<file path="config.mk">
export PLATFORM = sky130hd
export DESIGN_NAME = mrk_len_cell
export DESIGN_NICKNAME = d
export VERILOG_FILES = /design/src/sv/mrk_pkg.sv /design/src/sv/mrk_len_cell.sv
export SDC_FILE = /design/constraint.sdc
export NUM_CORES = 2
export LEC_CHECK = 0
export ABC_CLOCK_PERIOD_IN_PS = 17400
export BUFFER_PORTS_ARGS = -buffer_cell sky130_fd_sc_hd__buf_2
export CAP_MARGIN = 15
export CORE_AREA = 2 2 370 372
export CTS_BUF_LIST = sky130_fd_sc_hd__clkbuf_8
export DETAILED_ROUTE_END_ITERATION = 6
export DIE_AREA = 0 0 372 374
export HOLD_SLACK_MARGIN = 0.02
export PLACE_DENSITY_LB_ADDON = 0.1
export REMOVE_ABC_BUFFERS = 1
export SLEW_MARGIN = 15
export SYNTH_ARGS = -nofsm -noshare
export SYNTH_HDL_FRONTEND = slang
export SYNTH_SLANG_ARGS = --single-unit
</file>
<file path="constraint.sdc">
create_clock -name clk -period 17.4 [get_ports clk]
set_input_delay 1.74 -clock clk [delete_from_list [all_inputs] [get_ports clk]]
set_output_delay 1.74 -clock clk [all_outputs]
set_load 0.005 [all_outputs]
</file>
<file path="src/sv/mrk_pkg.sv">
`timescale 1ns / 1ps
`default_nettype none
package mrk_pkg;

  localparam int NDIM   = 4;
  localparam int CW     = 12;
  localparam int EW     = 13;
  localparam int IW     = 48;
  localparam int LEN_W  = 52;
  localparam int QSTEPS = 13;
  localparam int SH_W   = LEN_W + QSTEPS;

  localparam logic [1:0] MODE_LIN  = 2'd0;
  localparam logic [1:0] MODE_SPLIT = 2'd1;
  localparam logic [1:0] MODE_VLIN = 2'd2;
  localparam logic [1:0] MODE_PACK = 2'd3;

  localparam logic [2:0] CFG_DIM_COUNT = 3'd0;
  localparam logic [2:0] CFG_EXTENT_A  = 3'd1;
  localparam logic [2:0] CFG_EXTENT_B  = 3'd2;
  localparam logic [2:0] CFG_EXTENT_C  = 3'd3;
  localparam logic [2:0] CFG_EXTENT_D  = 3'd4;

  typedef struct packed {
    logic [1:0]                  mode;
    logic [NDIM-1:0]             view;
    logic [NDIM-1:0][CW-1:0]     coord;
    logic [LEN_W-1:0]            rem;
    logic [LEN_W-1:0]            acc;
    logic [NDIM-1:0][LEN_W-1:0]  len;
    logic [IW-1:0]               idx;
    logic [NDIM-1:0][EW-1:0]     quo;
    logic                        fault;
  } mrk_tok_t;

  // One restoring step: try len[k] << b against the running remainder.
  function automatic mrk_tok_t div_step(input mrk_tok_t t, input logic [1:0] k,
                                        input logic [3:0] b);
    mrk_tok_t        r;
    logic [SH_W-1:0] sh;
    r  = t;
    sh = SH_W'(t.len[k]) << b;
    if (SH_W'(t.rem) >= sh) begin
      r.rem       = t.rem - sh[LEN_W-1:0];
      r.quo[k][b] = 1'b1;
    end
    return r;
  endfunction

endpackage
`default_nettype wire

</file>
<file path="src/sv/mrk_len_cell.sv">
`timescale 1ns / 1ps
`default_nettype none
module mrk_len_cell #(
  parameter int K = 0
) (
  input  wire logic              clk,
  input  wire logic              rst_n,
  input  wire logic              en,
  input  wire logic              v_in,
  input  wire mrk_pkg::mrk_tok_t tok_in,
  input  wire logic [12:0]       ext,
  input  wire logic              used,
  output logic                   v_out,
  output mrk_pkg::mrk_tok_t      tok_out
);

  logic              v_r;
  mrk_pkg::mrk_tok_t tok_r, tok_nxt;
  logic              sel;

  always_comb begin
    tok_nxt = tok_in;
    sel = used && (tok_in.mode == mrk_pkg::MODE_LIN ||
                   ((tok_in.mode == mrk_pkg::MODE_VLIN || tok_in.mode == mrk_pkg::MODE_PACK)
                    && tok_in.view[K]));
    if (sel && ({1'b0, tok_in.coord[K]} >= ext)) tok_nxt.fault = 1'b1;
    tok_nxt.len[K] = tok_in.acc;
    // extents of unused dimensions arrive as one
    tok_nxt.acc = mrk_pkg::LEN_W'(tok_in.acc * mrk_pkg::LEN_W'(ext));
    if (K == 0 && tok_in.mode == mrk_pkg::MODE_SPLIT && tok_in.rem >= tok_nxt.acc)
      tok_nxt.fault = 1'b1;
  end

  always_ff @(posedge clk) begin
    if (!rst_n) begin
      v_r <= 1'b0;
    end else if (en) begin
      v_r <= v_in;
    end
    if (en) tok_r <= tok_nxt;
  end

  assign v_out   = v_r;
  assign tok_out = tok_r;

endmodule
`default_nettype wire

</file>
==> flow_metrics.tcl <==
set metrics [dict create \
    ir_worst_vdd_mv 0.202 \
    ios 953 \
    drc 0 \
    setup_violations 0 \
    p_leak_uw 0.0192 \
    maxCapViolations 0 \
    yosysSeqAreaShare_pct 42.4 \
    port_buffers 900 \
    grt_antenna_before_repair 59 \
    clk_path_buf_depth 3 \
    hold_violations 0 \
    final.min_clock_period_ns 10.18 \
    max_slew_margin_pct 37.2 \
    nets 4728 \
    fin_crit_sh_pct 58.5 \
    tightest_slew_ns 0.942 \
    clock_latency_ns 0.74 \
    post_drt_wl_per_cell_um 24.0 \
    grt_overflow 0 \
    min_path_cells 2 \
    place_inst 5318 \
    reg2reg_slack_ns 16.82 \
    initialDrtViolationCount 1209 \
    ys.flop_type "edfxtp_1" \
    min_from "v_out" \
    post_cts_resized 0 \
    ys_ff_latch 468 \
    grt_max_degree 139 \
    worstPathArrival_ns 10.78 \
    yosysUniqueCellTypes 51 \
    startpoint "ext[3]" \
    drtAntennaViolNets 0 \
    die_area_sq_um 139000 \
    reg2reg_depth 2 \
    cpPeakStageDelay_ns 0.81 \
    yosys.area_share.xor_xnor_pct 2.01 \
    endpoint_kind "flop" \
    drt_wl_total_um 132000 \
    min_path_type "reg -> reg" \
    area.growth.synth_to_final_pct 24.8 \
    ys_warn_count 0 \
    die_h_um 374 \
    cts_root_buf "clkbuf_8" \
    drive_gt1_share_pct 28.1 \
    run_status "finished clean" \
    dr.pass1.iters 5 \
    start_util_pct 24.5 \
    worstReg2RegStart "v_out" \
    gp_congestion 0.828 \
    rsz0062_at_grt "no" \
    clock.fmax_mhz 98.2 \
    critPathKind "in -> reg" \
    synth_top_family_by_area "adder cells" \
    vias 23103 \
    synth_edf_count 467 \
    cp.required_ns 18.00 \
    cts.sinks 468 \
    whs_endpoint "v_out" \
    cts_setup_buffers 0 \
    fin_setup_tns_ns 0 \
    synth-simple-area-share_pct 10.3 \
    num_rows 135 \
    cts_hold_repair.buffers 0 \
    cp-start-kind "primary input" \
    grt_pass1_vias 24377 \
    tritoncts "done" \
    grt_pass1_wl_um 186000 \
    drv_slew 0 \
    cp_max_fo 34 \
    synthArstFlopShare_pct 0 \
    worst_path_most_repeated_cell "fa_1" \
    cts_buffers 90 \
    synthAdderAreaFrac_pct 34.0 \
    die_w_um 372 \
    skew_ns 0 \
    finalNonFillerCells 5499 \
    synthMuxAreaShare_pct 0.0302 \
    netlist_area_sq_um 33100 \
    rr_endpoint "v_out" \
    drt-vias-per-instance 4.20 \
    htree_levels 3 \
    cellPowerDensity_nw_per_um2 242 \
    path_clk_slew_ns 0.06 \
    grtUsageTotal_pct 18.9 \
    coreArea_sq_um 135000 \
    dpl.hpwl_um 106000 \
    synth_compound_area_share_pct 3.72 \
    synth_cells 2730 \
    syn_avg_cell_area_sq_um 12.1 \
    crit_slowest_cell "o41ai_1" \
]
## layout make-up
class / instances / area [sq um]
Fill cell: 14198 / 93600
Timing Repair Buffer: 923 / 4700
Clock buffer: 92 / 1270
Clock inverter: 74 / 412
Antenna cell: 15 / 37.5
Inverter: 547 / 2050
Sequential cell: 468 / 14000
Multi-Input combinational cell: 1599 / 16600
Tap cell: 1781 / 2230
## cells in the final DEF (no fill, tap or decap), types with 3 or more instances in the layout
cell type,instances
nand3_1,11
inv_1,575
xnor2_1,47
edfxtp_1,467
o21ai_0,25
clkinv_2,13
or3_1,4
xor2_1,29
o211ai_1,5
a21o_1,47
a31oi_1,13
buf_2,899
nor2_1,30
o21a_1,9
a21oi_1,57
nand2b_1,8
clkbuf_8,92
and3_1,3
clkinv_1,24
nor2b_1,10
and4_1,3
nand2_1,403
buf_4,22
diode_2,15
nor3_1,3
and2_1,224
a211oi_1,4
fa_1,477
o21bai_1,8
nand4_1,16
ha_1,137
## report_power, final
part	leakage [uW]	internal (uW)	switching [uW]	total (uW)
logic	0.0136	2770	4510	7280
clock network	0.000973	528	540	1070
registers	0.00458	1630	35.7	1670
## kinds of logic (layout without fill, tap and decap cells)
logic type      count (synthesis)  in the layout
flops                         468            468
compound gates                189            189
xor+xnor                       76             76
fa+ha+maj                     614            614
other cells                     0             15
buf+inv                       663           1636
simple gates                  719            719
mux                             1              1
## through the flow
step	instance area, sq um	setup WS [ns]	utilization, %	power, uW	hold slack [ns]
2_1_floorplan	32700	8.83	-	6480	0.507
3_3_place_gp	39600	6.14	29.3	9200	0.503
5_1_grt	41300	6.63	30.6	11200	0.540
3_5_place_dp	39600	6.06	29.3	9160	0.505
4_1_cts	41300	6.94	30.6	10300	0.521
6_report	41300	7.22	30.6	10000	0.513
## cell usage after synthesis (all sizes together) (2+ instances only)
library cell | count | area share, %
and4 | 3 | 0.079
a221oi | 2 | 0.053
a31oi | 13 | 0.25
nand2 | 403 | 4.6
and2 | 224 | 4.2
nor2b | 10 | 0.19
a211oi | 4 | 0.091
ha | 137 | 5.2
o211ai | 5 | 0.11
xor2 | 29 | 0.77
a21oi | 58 | 0.89
buf | 3 | 0.057
o31a | 2 | 0.053
a21o | 47 | 1.1
or3 | 4 | 0.076
o21bai | 8 | 0.18
nand3 | 11 | 0.17
o31ai | 2 | 0.045
nand2b | 8 | 0.15
clkbuf | 113 | 1.3
inv | 547 | 6.2
nand4 | 16 | 0.30
nor3b | 2 | 0.045
fa | 477 | 29
o21a | 9 | 0.20
edfxtp | 467 | 42
and3 | 3 | 0.057
nor2 | 30 | 0.34
o21ai | 28 | 0.43
xnor2 | 47 | 1.2
nor3 | 3 | 0.045
## sequential cells by signal (all words and copies together), names as in the netlist
signal   flops
tok_out    467
v_out        1
## worst max-delay path, delay by kind of cell
family,cells,cell delay (ns)
xor+xnor,1,0.15
compound gates,10,2.86
simple gates,6,1.60
fa+ha+maj,7,3.00
buf+inv,6,1.36
## routing by layer
| metal | part of all wire [%] | GRT usage (%) | vias up |
|---|---|---|---|
| met5 | 0.16 | 0 | - |
| met4 | 2.9 | 5.77 | 32 |
| met3 | 6.4 | 4.06 | 184 |
| met2 | 51 | 33.4 | 710 |
| met1 | 40 | 22.6 | 11821 |
| li1 | - | - | 10356 |
## how the worst max path moves through the flow
stage	cells after the start	slack, ns	endpoint
global route	30	6.63	tok_out[0]
global placement	30	6.14	tok_out[0]
finish	30	7.22	tok_out[0]
CTS	30	6.94	tok_out[0]
detailed placement	30	6.06	tok_out[0]
floorplan	28	8.83	tok_out[0]
Note: power is estimated with default switching activity, not from simulation.
